==> src/design/spv_pkg.sv <==
`default_nettype none
// ----------------------------------------------------------------------------
// spv_pkg - shared types and constants of the sensor packet validator
// Packet status codes, type code table and the words passed between stages.
// ----------------------------------------------------------------------------
package spv_pkg;

  // type code registers
  localparam int NUM_CODES = 6;
  localparam int CFG_IDX_W = 3;

  localparam logic [CFG_IDX_W-1:0] REG_TEMP_HUMIDITY = 3'd0;
  localparam logic [CFG_IDX_W-1:0] REG_DATE_TIME     = 3'd5;

  // reset value and expected packet length for each code register
  localparam logic [7:0] CODE_RESET [NUM_CODES] = '{8'd66, 8'd65, 8'd70, 8'd72, 8'd71, 8'd96};
  localparam logic [7:0] CODE_LEN   [NUM_CODES] = '{8'd12, 8'd17, 8'd8, 8'd11, 8'd6, 8'd12};

  localparam logic [7:0] MIN_PACKET = 8'd4;
  localparam logic [7:0] COUNT_MAX  = 8'hFF;

  // status codes
  localparam logic [2:0] ST_OK       = 3'd0;
  localparam logic [2:0] ST_SHORT    = 3'd1;
  localparam logic [2:0] ST_CHECKSUM = 3'd2;
  localparam logic [2:0] ST_TYPE     = 3'd3;
  localparam logic [2:0] ST_LENGTH   = 3'd4;

  typedef logic [7:0] code_arr_t [NUM_CODES];

  // summary of one finished packet, front to back
  typedef struct packed {
    logic [15:0] sum;
    logic [15:0] wire_sum;
    logic [7:0]  ptype;
    logic [7:0]  flags;
    logic [7:0]  total;
  } pkt_sum_t;

  // one status result
  typedef struct packed {
    logic [2:0] status;
    logic [7:0] ptype;
    logic [7:0] flags;
    logic [7:0] total;
  } res_t;

  // queue handshake between front and back
  typedef struct packed {
    logic full;
    logic empty;
  } q_stat_t;

endpackage
`default_nettype wire

==> src/design/spv_front.sv <==
`default_nettype none
// ----------------------------------------------------------------------------
// spv_front - byte accumulator
// Takes packet bytes, keeps the running sum, delay line, count and header
// bytes, and pushes a packet summary word on the final byte.
// ----------------------------------------------------------------------------
module spv_front import spv_pkg::*; (
  input  wire logic       clk,
  input  wire logic       rst,
  input  wire logic [7:0] byte_in,
  input  wire logic       last_byte,
  input  wire logic       accept,
  output pkt_sum_t        sum_word,
  output logic            sum_push
);

  logic [15:0] running_sum, running_sum_next;
  logic [7:0]  delayed_one, delayed_two;
  logic [7:0]  byte_counter, byte_counter_next;
  logic [7:0]  held_type, held_type_next;
  logic [7:0]  held_flags, held_flags_next;

  // next packet state for this byte
  always_comb begin
    held_flags_next   = (byte_counter == 8'd0) ? byte_in : held_flags;
    held_type_next    = (byte_counter == 8'd1) ? byte_in : held_type;
    running_sum_next  = (|byte_counter[7:1]) ? running_sum + {8'd0, delayed_two}
                                             : running_sum;
    byte_counter_next = (byte_counter == COUNT_MAX) ? byte_counter : byte_counter + 8'd1;
  end

  // summary word on the final byte
  assign sum_push          = accept && last_byte;
  assign sum_word.sum      = running_sum_next;
  assign sum_word.wire_sum = {byte_in, delayed_one};
  assign sum_word.ptype    = held_type_next;
  assign sum_word.flags    = held_flags_next;
  assign sum_word.total    = byte_counter_next;

  // packet state registers, cleared at end of packet
  always_ff @(posedge clk) begin
    if (rst || sum_push) begin
      running_sum  <= '0;
      delayed_one  <= '0;
      delayed_two  <= '0;
      byte_counter <= '0;
      held_type    <= '0;
      held_flags   <= '0;
    end else if (accept) begin
      running_sum  <= running_sum_next;
      delayed_one  <= byte_in;
      delayed_two  <= delayed_one;
      byte_counter <= byte_counter_next;
      held_type    <= held_type_next;
      held_flags   <= held_flags_next;
    end
  end

endmodule
`default_nettype wire

==> src/design/spv_queue.sv <==
`default_nettype none
// ----------------------------------------------------------------------------
// spv_queue - two-entry summary queue
// Decouples the byte accumulator from the status stage.
// ----------------------------------------------------------------------------
module spv_queue import spv_pkg::*; (
  input  wire logic     clk,
  input  wire logic     rst,
  input  wire pkt_sum_t wr_word,
  input  wire logic     wr_en,
  input  wire logic     rd_en,
  output pkt_sum_t      rd_word,
  output q_stat_t       stat
);

  pkt_sum_t   entries [2];
  logic       wr_ptr, rd_ptr;
  logic [1:0] count;

  assign stat.full  = (count == 2'd2);
  assign stat.empty = (count == 2'd0);
  assign rd_word    = entries[rd_ptr];

  // storage
  always_ff @(posedge clk) begin
    if (wr_en) begin
      entries[wr_ptr] <= wr_word;
    end
  end

  // pointers and fill count
  always_ff @(posedge clk) begin
    if (rst) begin
      wr_ptr <= 1'b0;
      rd_ptr <= 1'b0;
      count  <= 2'd0;
    end else begin
      if (wr_en) wr_ptr <= ~wr_ptr;
      if (rd_en) rd_ptr <= ~rd_ptr;
      count <= count + {1'b0, wr_en} - {1'b0, rd_en};
    end
  end

`ifndef SYNTH
  a_no_overflow: assert property (@(posedge clk) disable iff (rst)
    !(wr_en && stat.full))
    else $error("summary word written into full queue");
  a_no_underflow: assert property (@(posedge clk) disable iff (rst)
    !(rd_en && stat.empty))
    else $error("summary word read from empty queue");
`endif

endmodule
`default_nettype wire

==> src/design/spv_back.sv <==
`default_nettype none
// ----------------------------------------------------------------------------
// spv_back - status stage and result buffer
// Classifies each packet summary and holds results until they are taken.
// ----------------------------------------------------------------------------
module spv_back import spv_pkg::*; (
  input  wire logic      clk,
  input  wire logic      rst,
  input  wire code_arr_t codes,
  input  wire pkt_sum_t  sum_word,
  input  wire q_stat_t   q_stat,
  output logic           q_pop,
  output res_t           head,
  output logic           res_empty,
  input  wire logic      res_pop
);

  res_t       res_buf [2];
  logic       wr_ptr, rd_ptr;
  logic [1:0] count;
  logic       found;
  logic [7:0] expect_len;
  res_t       res_new;
  logic       res_take;

  // type lookup, first matching register wins
  always_comb begin
    found      = 1'b0;
    expect_len = 8'd0;
    for (int i = NUM_CODES - 1; i >= 0; i--) begin
      if (codes[i] == sum_word.ptype) begin
        found      = 1'b1;
        expect_len = CODE_LEN[i];
      end
    end
  end

  // checks in priority order
  always_comb begin
    res_new.ptype = sum_word.ptype;
    res_new.flags = sum_word.flags;
    res_new.total = sum_word.total;
    priority if (sum_word.total < MIN_PACKET)        res_new.status = ST_SHORT;
    else if (sum_word.sum != sum_word.wire_sum)      res_new.status = ST_CHECKSUM;
    else if (!found)                                 res_new.status = ST_TYPE;
    else if (sum_word.total != expect_len)           res_new.status = ST_LENGTH;
    else                                             res_new.status = ST_OK;
  end

  // result buffer handshake
  assign res_empty = (count == 2'd0);
  assign res_take  = res_pop && !res_empty;
  assign q_pop     = !q_stat.empty && ((count != 2'd2) || res_take);
  assign head      = res_buf[rd_ptr];

  always_ff @(posedge clk) begin
    if (q_pop) begin
      res_buf[wr_ptr] <= res_new;
    end
  end

  always_ff @(posedge clk) begin
    if (rst) begin
      wr_ptr <= 1'b0;
      rd_ptr <= 1'b0;
      count  <= 2'd0;
    end else begin
      if (q_pop)    wr_ptr <= ~wr_ptr;
      if (res_take) rd_ptr <= ~rd_ptr;
      count <= count + {1'b0, q_pop} - {1'b0, res_take};
    end
  end

`ifndef SYNTH
  a_count_bound: assert property (@(posedge clk) disable iff (rst)
    count != 2'd3)
    else $error("result buffer count out of range");
  a_short_status: assert property (@(posedge clk) disable iff (rst)
    !res_empty |-> ((head.status == ST_SHORT) == (head.total < MIN_PACKET)))
    else $error("short status disagrees with byte count");
  a_status_range: assert property (@(posedge clk) disable iff (rst)
    !res_empty |-> (head.status == ST_OK || head.status == ST_SHORT ||
                    head.status == ST_CHECKSUM || head.status == ST_TYPE ||
                    head.status == ST_LENGTH))
    else $error("result word carries undefined status");
`endif

endmodule
`default_nettype wire

==> src/design/sensor_packet_validator_top.sv <==
`default_nettype none
// ----------------------------------------------------------------------------
// sensor_packet_validator_top - weather sensor packet checker
// Checks length, checksum and type of byte-serial sensor packets.
// ----------------------------------------------------------------------------
// Usage:
//   Input queue: drive byte_in/last_byte with push; a word is taken at an edge
//   where push is high and full is low. One byte per cycle is sustained while full stays low.
//   Result queue: while empty is low, status/packet_type/flags_byte/byte_total
//   hold the oldest result; pop takes it. One result per packet, made on the
//   word flagged last_byte.
//   Result path: the summary of the final byte is registered in the summary queue,
//   then its result in the result buffer, where it becomes visible.
//   Throughput: one byte per cycle while full is low; the running sum is one 16-bit add per byte.
//   Configuration: cfg_we writes cfg_data into type code register cfg_addr;
//   indexes beyond the list are ignored. Write only while idle.
//   Reset: rst (synchronous) clears packet state and both queues and loads the
//   default type codes.
//   Stall: a held-off receiver fills the result buffer (two results) and then
//   the summary queue (two packets); full then rises and every byte is refused
//   until the status stage frees a queue entry.
// ----------------------------------------------------------------------------
module sensor_packet_validator_top import spv_pkg::*; (
  input  wire logic                 clk,
  input  wire logic                 rst,
  input  wire logic [7:0]           byte_in,
  input  wire logic                 last_byte,
  input  wire logic                 push,
  output logic                      full,
  output logic [2:0]                status,
  output logic [7:0]                packet_type,
  output logic [7:0]                flags_byte,
  output logic [7:0]                byte_total,
  output logic                      empty,
  input  wire logic                 pop,
  input  wire logic                 cfg_we,
  input  wire logic [CFG_IDX_W-1:0] cfg_addr,
  input  wire logic [7:0]           cfg_data
);

  code_arr_t codes;
  pkt_sum_t  front_word, back_word;
  logic      front_push, q_pop, accept;
  q_stat_t   q_stat;
  res_t      head;

  // type code registers
  always_ff @(posedge clk) begin
    if (rst) begin
      for (int i = 0; i < NUM_CODES; i++) codes[i] <= CODE_RESET[i];
    end else if (cfg_we && cfg_addr <= REG_DATE_TIME) begin
      codes[cfg_addr] <= cfg_data;
    end
  end

  // a byte can be refused only when the summary queue is full
  assign full   = q_stat.full;
  assign accept = push && !full;

  spv_front u_front (
    .clk       (clk),
    .rst       (rst),
    .byte_in   (byte_in),
    .last_byte (last_byte),
    .accept    (accept),
    .sum_word  (front_word),
    .sum_push  (front_push)
  );

  spv_queue u_queue (
    .clk     (clk),
    .rst     (rst),
    .wr_word (front_word),
    .wr_en   (front_push),
    .rd_en   (q_pop),
    .rd_word (back_word),
    .stat    (q_stat)
  );

  spv_back u_back (
    .clk       (clk),
    .rst       (rst),
    .codes     (codes),
    .sum_word  (back_word),
    .q_stat    (q_stat),
    .q_pop     (q_pop),
    .head      (head),
    .res_empty (empty),
    .res_pop   (pop)
  );

  assign status      = head.status;
  assign packet_type = head.ptype;
  assign flags_byte  = head.flags;
  assign byte_total  = head.total;

endmodule
`default_nettype wire

==> config.mk <==
export PLATFORM = sky130hd
export DESIGN_NAME = sensor_packet_validator_top
export DESIGN_NICKNAME = d
export VERILOG_FILES = /design/src/design/spv_pkg.sv /design/src/design/spv_front.sv /design/src/design/spv_queue.sv /design/src/design/spv_back.sv /design/src/design/sensor_packet_validator_top.sv
export SDC_FILE = /design/constraint.sdc
export NUM_CORES = 1
export LEC_CHECK = 0
export ABC_AREA = 1
export BUFFER_PORTS_ARGS = -buffer_cell sky130_fd_sc_hd__buf_2
export CORE_MARGIN = 5
export CORE_UTILIZATION = 25
export DETAILED_ROUTE_END_ITERATION = 10
export SLEW_MARGIN = 20
export SYNTH_ARGS = -nofsm -noshare
export SYNTH_HDL_FRONTEND = slang
export SYNTH_SLANG_ARGS = --single-unit
export TNS_END_PERCENT = 50
==> constraint.sdc <==
create_clock -name clk -period 9.9 [get_ports clk]
set_clock_uncertainty 0.1 [all_clocks]
set_input_delay 0.99 -clock clk [delete_from_list [all_inputs] [get_ports clk]]
set_output_delay 0.99 -clock clk [all_outputs]
set_load 0.02 [all_outputs]
==> results of run 1 <==
synth_stat cells:
library cell and count:
buf_4 1, mux2_2 27, o21a_1 1, clkinv_1 4
and3_1 1, buf_6 1, buf_2 2, nand2_2 12
inv_2 2, nand3_1 47, nand4_1 15, nor3_1 7
xnor2_1 11, mux2i_1 2, xor2_1 22, nor2_2 1
edfxtp_1 166, nand3b_1 12, nor2_1 109, clkbuf_1 31
dfxtp_1 114, fa_1 1, a31oi_1 1, ha_1 15
nor4_1 4, o21bai_1 1, nand2_1 344, a211oi_1 2
a21oi_1 78, or2_2 20, inv_1 181, o211ai_1 12
o21ai_0 115, o21ai_1 1
power groups by stage:
stage | Sequential (uW) | Clock, uW | Combinational, uW
6_report | 1550 | 1070 | 984
5_1_grt | 1570 | 1140 | 1120
3_3_place_gp | 1570 | 0 | 979
2_1_floorplan | 1560 | 0 | 692
4_1_cts | 1550 | 1090 | 1010
3_5_place_dp | 1570 | 0 | 1000
kinds of logic (layout without fill, tap and decap cells):
group / Yosys count / count (layout) / share of synthesized area
AND/OR/NAND/NOR: 572 / 572 / 0.1925
flip-flops: 280 / 280 / 0.5849
buffers and inverters: 222 / 305 / 0.06818
AO/OA/AOI/OAI: 211 / 211 / 0.08832
XOR/XNOR: 33 / 33 / 0.02326
multiplexers: 29 / 29 / 0.02608
adder cells (fa/ha/maj): 16 / 16 / 0.01672
final cells by class:
type                            count  area, sq um  area share
Multi-Input combinational cell    861         4342      0.3012
Clock buffer                       45        825.8     0.05729
Inverter                          187        701.9     0.04869
Clock inverter                      9        100.1    0.006944
Timing Repair Buffer               64        347.8     0.02413
Tap cell                          664        830.8     0.05763
Sequential cell                   280         7267      0.5041
flip-flops by register name, summed over array words and instances, names as in the netlist, 2 cells and up, named ones only:
name / count
u_front.delayed_one: 8
u_front.held_type: 8
u_queue.entries: 112
u_front.running_sum: 16
u_front.delayed_two: 8
u_queue.count: 2
u_front.byte_counter: 8
codes: 48
u_back.res_buf: 54
u_front.held_flags: 8
u_back.count: 2
path summary, 6_finish.rpt:
| path | start | to | slack (ns) |
|---|---|---|---|
| hold reg to reg | u_back.rd_ptr | u_back.rd_ptr | 0.35 |
| setup reg to reg | u_queue.count[1] | u_queue.entries[0][14] | 6.40 |
| setup / recovery | push | u_queue.entries[0][14] | 6.31 |
| hold / removal | u_back.rd_ptr | u_back.rd_ptr | 0.35 |
through the flow:
stage	utilization	worst slack (ns)	total power (uW)	instance area [sq um]
after floorplan	-	5.607	2251	12420
after global placement	0.2750	5.775	2545	13490
after detailed placement	0.2750	5.652	2577	13490
after CTS	0.2939	6.244	3648	14420
after global routing	0.2939	6.060	3825	14420
final	0.2939	6.311	3599	14420
metal layers:
metal  global-route usage  wire, um  up-vias
met5                    0        20        -
met4              0.02603       692        2
met3              0.01696      1462       50
met2               0.1782     13380      184
met1               0.1350     12580     4148
li1                     -         -     4590
==> key figures, run 1 <==
Status
  – Outcome: finished clean

STA
  – Final setup fails: 0
  – Fin crit share: 0.3625
  – Relative slew slack: 0.4831
  – Final Max Slew Viols: 0
  – Worst-Margin Slew: 0.7743 ns
  – RSZ-0062 raised after global routing: false
  – Sum Neg Setup Slack: 0 ns
  – Final hold slack: 0.3537 ns
  – Fin crit period: 3.589 ns
  – Maximum clock rate: 278.7 MHz
  – Final Hold Viols: 0

Pwr
  – Sw Pwr: 1196 uW
  – Pwr/cell area: 249.7 nW/um^2
  – Sw frac: 0.3323
  – Part of the power in registers: 0.430
  – Leak: 0.006005 uW
  – Gate power share: 0.273
  – Clock share of power: 0.296
  – Worst vdd ir: 132.7 uV
  – P_int: 2403 uW

Floorplanning
  – Die Y: 232.9 um
  – Starting Density: 0.2533
  – Die width: 232.9 um
  – Die area: 54260 sq um
  – Core ar.: 49050 sq um
  – Row cnt: 81
  – # IOs: 54

Critical path
  – Worst EP arrival: 3.67 ns
  – Largest delay share family, worst path: buffers and inverters
  – Crit path depth: 7
  – Reg2Reg Depth: 7
  – Critical Path, Cell by Cell: buf_2, o21ai_4, buf_4, inv_2, nand2_1, nor2_4, buf_4
  – Endpoint class of the critical path: flip-flop
  – Kind of critical path: in2reg
  – Crit path largest cell delay: 0.66 ns
  – Buffers and inverters on the worst path: 4
  – Worst Setup Start Kind: input pin
  – Req. time, crit path: 9.99 ns
  – Top fanout value on the critical path: 68
  – Crit path top cell by count: buf_4
  – Critical Path Slowest Stage Cell: inv_2

Synthesis
  – Seq/Total Area, Yosys: 0.5849
  – Distinct cell type count after synthesis: 34
  – Syn Std Cell Area: 12420 sq um
  – Main area contributors after synthesis: edfxtp_1 40%, dfxtp_1 18%, nand2_1 10%, inv_1 5.5%, o21ai_0 4.6%
  – Synth Warn #: 0
  – Syn Area/Cell: 9.115 sq um
  – Synth area leader: edfxtp_1
  – Syn Nets: 1404
  – Synthesized netlist cell count: 1363
  – Flops & latches, synth: 280
  – Share of the synthesized area in the top cell type: 0.4012

Route
  – ANT nets after route: 0
  – Wire length per cell: 13.33 um
  – 1st-pass router iterations: 5
  – Vias: 8974
  – DRC viols: 0
  – Iter 0 DRT Violations: 711
  – Via/cell ratio: 4.253
  – Drt total wl: 28130 um

Finish
  – Final std cells w/o fill: 2110
  – Fillers: 5115
  – Final nets: 1464
  – Area delta synth->final: 16.02%
  – Antenna cells: 0
  – Share of post-route cells with drive strength above 1: 0.1183
  – Commonest non-fill, non-tap cell in the layout: nand2_1
  – Most frequent cells in the layout: 344 x nand2_1, 181 x inv_1, 166 x edfxtp_1, 115 x o21ai_0, 114 x dfxtp_1

CTS
  – Worst-Skew Late Latency: 0.55 ns
  – CTS tree: done
  – CTS-repair resized insts: 0
  – CTS Sinks: 280
  – Cts hold-fix bufs: 0
  – CTS HTree Levels: 1
  – Setup bufs post-CTS: 0
  – Num CTS Buffers: 29
  – CTS root buf: clkbuf_16
  – Max clock buf depth: 3
  – Clock transition at path regs: 0.06 ns

GRT
  – Grt total ovfl: 0
  – Initial antenna violation count: 1
  – GR Util All Layers: 0.1032
  – Largest net degree at the start of global routing: 69
  – Global-route wire length before repair: 45570 um
  – Number of global-route vias before repair: 8675

Run
  – MaxCap Viol Count: 0

Hold path
  – Min-delay worst type: reg2reg
  – Hold path depth: 1

Placement
  – Placed cells: 2056
  – Final Wtd Congestion: 0.8172
  – IO buf count: 53
  – Hpwl dp: 19720 um
Power figures use the tool's default switching activity.
==> run 2, diff against run 1 <==
Settings changed: ABC_AREA 1 to 0.
Clock period 9.9 ns to 2.9 ns, I/O delays scaled along.
==> run 2 against run 1 <==
Register-to-register slack worse by 6.3 ns. Hold slack worse by 0.34 ns. First-iteration DRC count down 37%. Die area down 3.2%. Area after synthesis down 3.3%. Combinational power rose to 2.7 times the previous value. Utilization up 0.96 points. Sequential cell count unchanged. Wire length down 5.3%. Critical path type is now reg2reg. Largest cell class unchanged. Highest routed layer unchanged.
==> key figures, run 2 <==
STA
  – Worst-Margin Slew: 0.5663 ns
  – Fin crit share: 0.9527
  – Final Max Slew Viols: 0
  – Sum Neg Setup Slack: 0 ns
  – Final hold slack: 0.01858 ns
  – Maximum clock rate: 361.9 MHz
  – Relative slew slack: 0.6225
  – RSZ-0062 raised after global routing: false
  – Fin crit period: 2.763 ns
  – Final Hold Viols: 0
  – Final setup fails: 0

Placement
  – Final Wtd Congestion: 0.7727
  – Placed cells: 1693
  – IO buf count: 53
  – Post-Place Cell Area: 13220 sq um
  – Hpwl dp: 18210 um

CTS
  – Worst-Skew Late Latency: 0.55 ns
  – CTS root buf: clkbuf_16
  – CTS tree: done
  – Clock transition at path regs: 0.06 ns
  – Num CTS Buffers: 30
  – CTS Sinks: 280
  – CTS HTree Levels: 1
  – Max clock buf depth: 3

Status
  – Outcome: finished clean

Synthesis
  – Syn Nets: 1065
  – Synthesized netlist cell count: 1024
  – Distinct cell type count after synthesis: 53
  – Synth Warn #: 0
  – Synth area leader: edfxtp_1
  – Most common cell in the netlist: edfxtp_1
  – Seq/Total Area, Yosys: 0.6049
  – Synth async-reset ratio: 0
  – Flops & latches, synth: 280
  – Syn Std Cell Area: 12010 sq um
  – Post-synth EDFFs: 166
  – Ys flop type: edfxtp_1
  – Synth top cells by count: 166 x edfxtp_1, 160 x nand2_1, 114 x dfxtp_1
  – Main area contributors after synthesis: edfxtp_1 41%, dfxtp_1 19%, mux2_2 5.6%, xnor2_1 5.5%, nand2_1 5.0%
  – Syn Area/Cell: 11.73 sq um
  – Share of the synthesized area in the top cell type: 0.4150

Route
  – Via/cell ratio: 4.339
  – DRC viols: 0
  – ANT nets after route: 0
  – Wire length per cell: 15.11 um
  – Drt total wl: 26640 um
  – Iter 0 DRT Violations: 451
  – 1st-pass router iterations: 5
  – Vias: 7650

Pwr
  – Tot Pwr: 11740 uW
  – Pwr/cell area: 812.2 nW/um^2
  – Worst vdd ir: 431.2 uV
  – Leak: 0.005093 uW

Critical path
  – Crit path largest cell delay: 0.54 ns
  – Critical Path, Cell by Cell: mux2i_4, buf_4, xnor2_1, nor2_1, and4_1, buf_4, nand2_1, a21boi_0, o31ai_1, a311oi_1
  – Endpoint class of the critical path: flip-flop
  – Req. time, crit path: 3.15 ns
  – Critical Path Slowest Stage Cell: dfxtp_4
  – Worst Setup Start Kind: flip-flop
  – Crit path top cell by count: buf_4
  – Kind of critical path: reg2reg
  – Worst EP arrival: 3.01 ns
  – Top fanout value on the critical path: 10

Finish
  – Final std cells w/o fill: 1763
  – Fillers: 4816
  – Max FFs per register: 112
  – Design area: 14460 sq um
  – Most frequent cells in the layout: 166 x edfxtp_1, 160 x nand2_1, 113 x dfxtp_1, 78 x nor2_1, 76 x xnor2_1
  – Share of post-route cells with drive strength above 1: 0.2117
  – Antenna cells: 0
  – Commonest non-fill, non-tap cell in the layout: edfxtp_1
  – Area delta synth->final: 20.36%
  – Biggest register: u_queue.entries
  – Final nets: 1165
  – Largest regs: u_queue.entries x112, u_back.res_buf x54, codes x48

Floorplanning
  – # IOs: 54
  – Die Y: 229.2 um
  – Row cnt: 80
  – Core ar.: 47650 sq um
  – Die width: 229.2 um
  – Die area: 52530 sq um
  – Starting Density: 0.2521

GRT
  – Largest net degree at the start of global routing: 60
  – Global-route wire length before repair: 42960 um
  – GR Util All Layers: 0.1003
  – Grt total ovfl: 0
  – Initial antenna violation count: 1
  – Number of global-route vias before repair: 7757

Run
  – MaxCap Viol Count: 0

Hold path
  – Min-Delay Startpoint: byte_in[7]
  – Min-delay worst type: in2reg
==> run 2: cell types whose count changed in the layout (fill, tap and decap cells not counted), moves of 16 or more <==
cell	delta
nand2_1	-184
buf_4	+28
inv_1	-154
o21ai_0	-109
nand3_1	-25
xnor2_1	+65
nor3_1	+16
nor2_1	-27
mux2_2	+33
==> run 2: cell type report <==
cell class | count | area, sq um | share of cell area
clock buffers | 37 | 817.0 | 0.05651
clock inverters | 19 | 245.2 | 0.01696
inverters | 27 | 101.3 | 0.007009
multi-input cells | 678 | 4527 | 0.3131
flip-flops and latches | 280 | 7271 | 0.5029
well taps | 615 | 769.5 | 0.05322
repair buffers | 107 | 728.2 | 0.05036
==> run 2: final timing paths <==
check / slack [ns] / cells after the start / end
setup / recovery: 0.14 / 10 / u_back.res_buf[0][26]
hold reg to reg: 0.37 / 2 / u_front.delayed_two[0]
hold / removal: 0.02 / 3 / u_front.delayed_one[7]
setup reg to reg: 0.14 / 10 / u_back.res_buf[0][26]
==> run 2: logic make-up (layout without fill, tap and decap cells) <==
group | after synthesis | count (layout) | share of synthesized area
mux | 81 | 81 | 0.08207
compound gates | 106 | 106 | 0.05156
xor+xnor | 109 | 109 | 0.07947
fa+ha+maj | 16 | 16 | 0.01729
buf+inv | 66 | 190 | 0.02219
flops | 280 | 280 | 0.6049
simple gates | 366 | 366 | 0.1425
==> run 2: critical path: cells and delay by family, from the launching register on <==
kind	cells	cell delay (ns)
simple gates	3	0.47
compound gates	3	0.61
buf+inv	2	0.35
mux	1	0.43
flops	1	0.54
xor+xnor	1	0.06
==> run 2: what timing repair did <==
action	CTS	global route
gates resized for setup	7	6
endpoints found under the hold margin	53	1
hold buffers	12	1
pin swaps	0	2
endpoints found under the setup margin	9	12
buffers inserted	0	1
==> run 2: routing by layer <==
metal	share of wire	vias up	track usage
li1	-	3778	-
met1	0.44	3693	0.1293
met2	0.50	134	0.1764
met3	0.043	43	0.01784
met4	0.019	2	0.02274
met5	0.00049	-	0
==> run 2: metrics by stage <==
step	utilization	setup WS, ns
final	0.3035	0.1371
after detailed placement	0.2775	-0.1488
after CTS	0.3027	0.05377
after floorplan	-	0.03151
after global placement	0.2775	-0.05644
after global routing	0.3035	0.009372
==> run 2: power by group <==
group / switching, uW / internal, uW / total (uW)
logic: 1580 / 1060 / 2640
clock network: 1570 / 2450 / 4020
registers: 214 / 4860 / 5080
==> run 3, diff against run 2 <==
Settings changed: CORE_UTILIZATION 25 to 50, PLACE_DENSITY set to 0.7.
==> run 3 against run 2 <==
First-iteration DRC count shrank 9.1%. Hold slack lost 0.018 ns. Worst setup slack lost 0.058 ns. Via count grew 0.69%. Non-clock buffer count grew 11. Register-to-register slack lost 0.06 ns. Sequential cell count is the same. Wire length shrank 7.0%. Combinational power grew 2%. Sequential power is essentially flat. Cell count shrank 16%. Final area shrank 3.3%.
==> key figures, run 3 (synthesis gave the netlist of run 2 again) <==
GRT
  – Grt total ovfl: 0
  – Global-route wire length before repair: 39940 um
  – Largest net degree at the start of global routing: 59
  – Initial antenna violation count: 1
  – Number of global-route vias before repair: 7607
  – GR Util All Layers: 0.1850

Route
  – Wire length per cell: 16.80 um
  – Top Layer Used: met5
  – Via/cell ratio: 5.226
  – Drt total wl: 24770 um
  – Met2 wire len: 12220 um
  – Iter 0 DRT Violations: 410
  – ANT nets after route: 0
  – 1st-pass router iterations: 4
  – Vias: 7703
  – WL met3: 1119 um
  – DRC viols: 0
  – M1 WL: 10810 um

STA
  – Final setup fails: 0
  – Final worst slack: 0.07952 ns
  – Final Max Slew Viols: 0
  – Maximum clock rate: 354.5 MHz
  – Final hold slack: 0.0008956 ns
  – Fin crit share: 0.9726
  – Final Hold Viols: 0
  – RSZ-0062 raised after global routing: false
  – Relative slew slack: 0.5499
  – Fin crit period: 2.820 ns
  – Worst-Margin Slew: 0.6726 ns

Finish
  – Share of post-route cells with drive strength above 1: 0.2061
  – Commonest non-fill, non-tap cell in the layout: edfxtp_1
  – Area delta synth->final: 16.35%
  – Fillers: 1940
  – Max FFs per register: 112
  – Biggest register: u_queue.entries
  – Final nets: 1174
  – Antenna cells: 0
  – Design area: 13980 sq um
  – Largest regs: u_queue.entries x112, u_back.res_buf x54, codes x48
  – Final std cells w/o fill: 1474
  – Most frequent cells in the layout: 166 x edfxtp_1, 160 x nand2_1, 113 x dfxtp_1, 78 x nor2_1, 76 x xnor2_1

Floorplanning
  – Die area: 27230 sq um
  – # IOs: 54
  – Starting Density: 0.5103
  – Die width: 165 um
  – Die Y: 165 um
  – Row cnt: 56
  – Core ar.: 23540 sq um

Hold path
  – Hold path depth: 1
  – Min-delay worst type: in2reg

Critical path
  – Kind of critical path: reg2reg
  – Worst Setup Start Kind: flip-flop
  – Endpoint class of the critical path: flip-flop
  – Top fanout value on the critical path: 9
  – Worst EP arrival: 2.98 ns
  – Req. time, crit path: 3.06 ns
  – Reg2Reg Depth: 9

Pwr
  – Part of the power in registers: 0.455
  – Sw frac: 0.2885
  – Clock share of power: 0.303
  – P_int: 7943 uW
  – Pwr/cell area: 798.7 nW/um^2
  – Leak: 0.005030 uW
  – Tot Pwr: 11160 uW
  – Sw Pwr: 3220 uW
  – Worst vdd ir: 526.9 uV
  – Gate power share: 0.242

CTS
  – CTS root buf: clkbuf_16
  – Max clock buf depth: 3
  – CTS HTree Levels: 1
  – Worst-Skew Late Latency: 0.53 ns
  – CTS Sinks: 280
  – CTS tree: done
  – Clock transition at path regs: 0.06 ns
  – Num CTS Buffers: 28

Placement
  – IO buf count: 53
  – Placed cells: 1394
  – Final Wtd Congestion: 0.8588
  – Hpwl dp: 16130 um
  – Pre-CTS setup slack: -0.1564 ns
  – Post-Place Cell Area: 12830 sq um

Run
  – MaxCap Viol Count: 0

Status
  – Outcome: finished clean
run 3: final cells by class:
type	instances	area, sq um	area share
Inverter	27	101.3	0.007251
Timing Repair Buffer	118	813.3	0.05819
Multi-Input combinational cell	678	4534	0.3244
Tap cell	319	399.1	0.02856
Clock inverter	12	81.33	0.005819
Sequential cell	280	7271	0.5202
Clock buffer	40	777.0	0.05559
run 3: final timing paths:
check	start	endpoint	slack (ns)
worst max-delay path	flip-flop	u_back.res_buf[1][26]	0.08
worst min-delay path	byte_in[6]	u_queue.entries[1][38]	0.0009
worst max register to register	flip-flop	u_back.res_buf[1][26]	0.08
worst min register to register	u_front.delayed_two[3]	u_front.delayed_two[3]	0.36
run 3: power groups by stage:
stage	Sequential, uW	Combinational (uW)	Clock, uW
final	5080	2700	3380
after floorplan	5080	1910	0
after global routing	5120	2950	3640
after CTS	5090	2650	3460
after global placement	5140	2570	0
after detailed placement	5170	2620	0
run 3: through the flow:
| stage | setup TNS [ns] | utilization |
|---|---|---|
| 2_1_floorplan | 0 | - |
| 3_3_place_gp | -0.1602 | 0.5450 |
| 3_5_place_dp | -0.4915 | 0.5450 |
| 4_1_cts | 0 | 0.5878 |
| 5_1_grt | 0 | 0.5937 |
| 6_report | 0 | 0.5937 |
run 3: per-layer routing:
layer,up-vias,GRT usage
met3,50,0.02571
met1,3705,0.2440
met5,-,0
met4,2,0.05255
met2,146,0.3196
li1,3800,-
run 3: timing repair:
| action | CTS | global route |
|---|---|---|
| endpoints found under the hold margin | 54 | 0 |
| hold buffers | 14 | 0 |
| pin swaps | 1 | 5 |
| endpoints found under the setup margin | 7 | 19 |
| gates cloned | 0 | 0 |
| buffers inserted | 0 | 14 |
| gates resized for setup | 4 | 12 |
run 3: worst max-delay path: stages, from the launching register on:
cell,delay [ns]
dfxtp_4,0.53
mux2i_4,0.40
buf_4,0.17
xor2_1,0.13
nand4_1,0.18
nor4_4,0.30
o2111ai_2,0.18
xnor2_1,0.16
nor4_2,0.26
a311oi_1,0.15
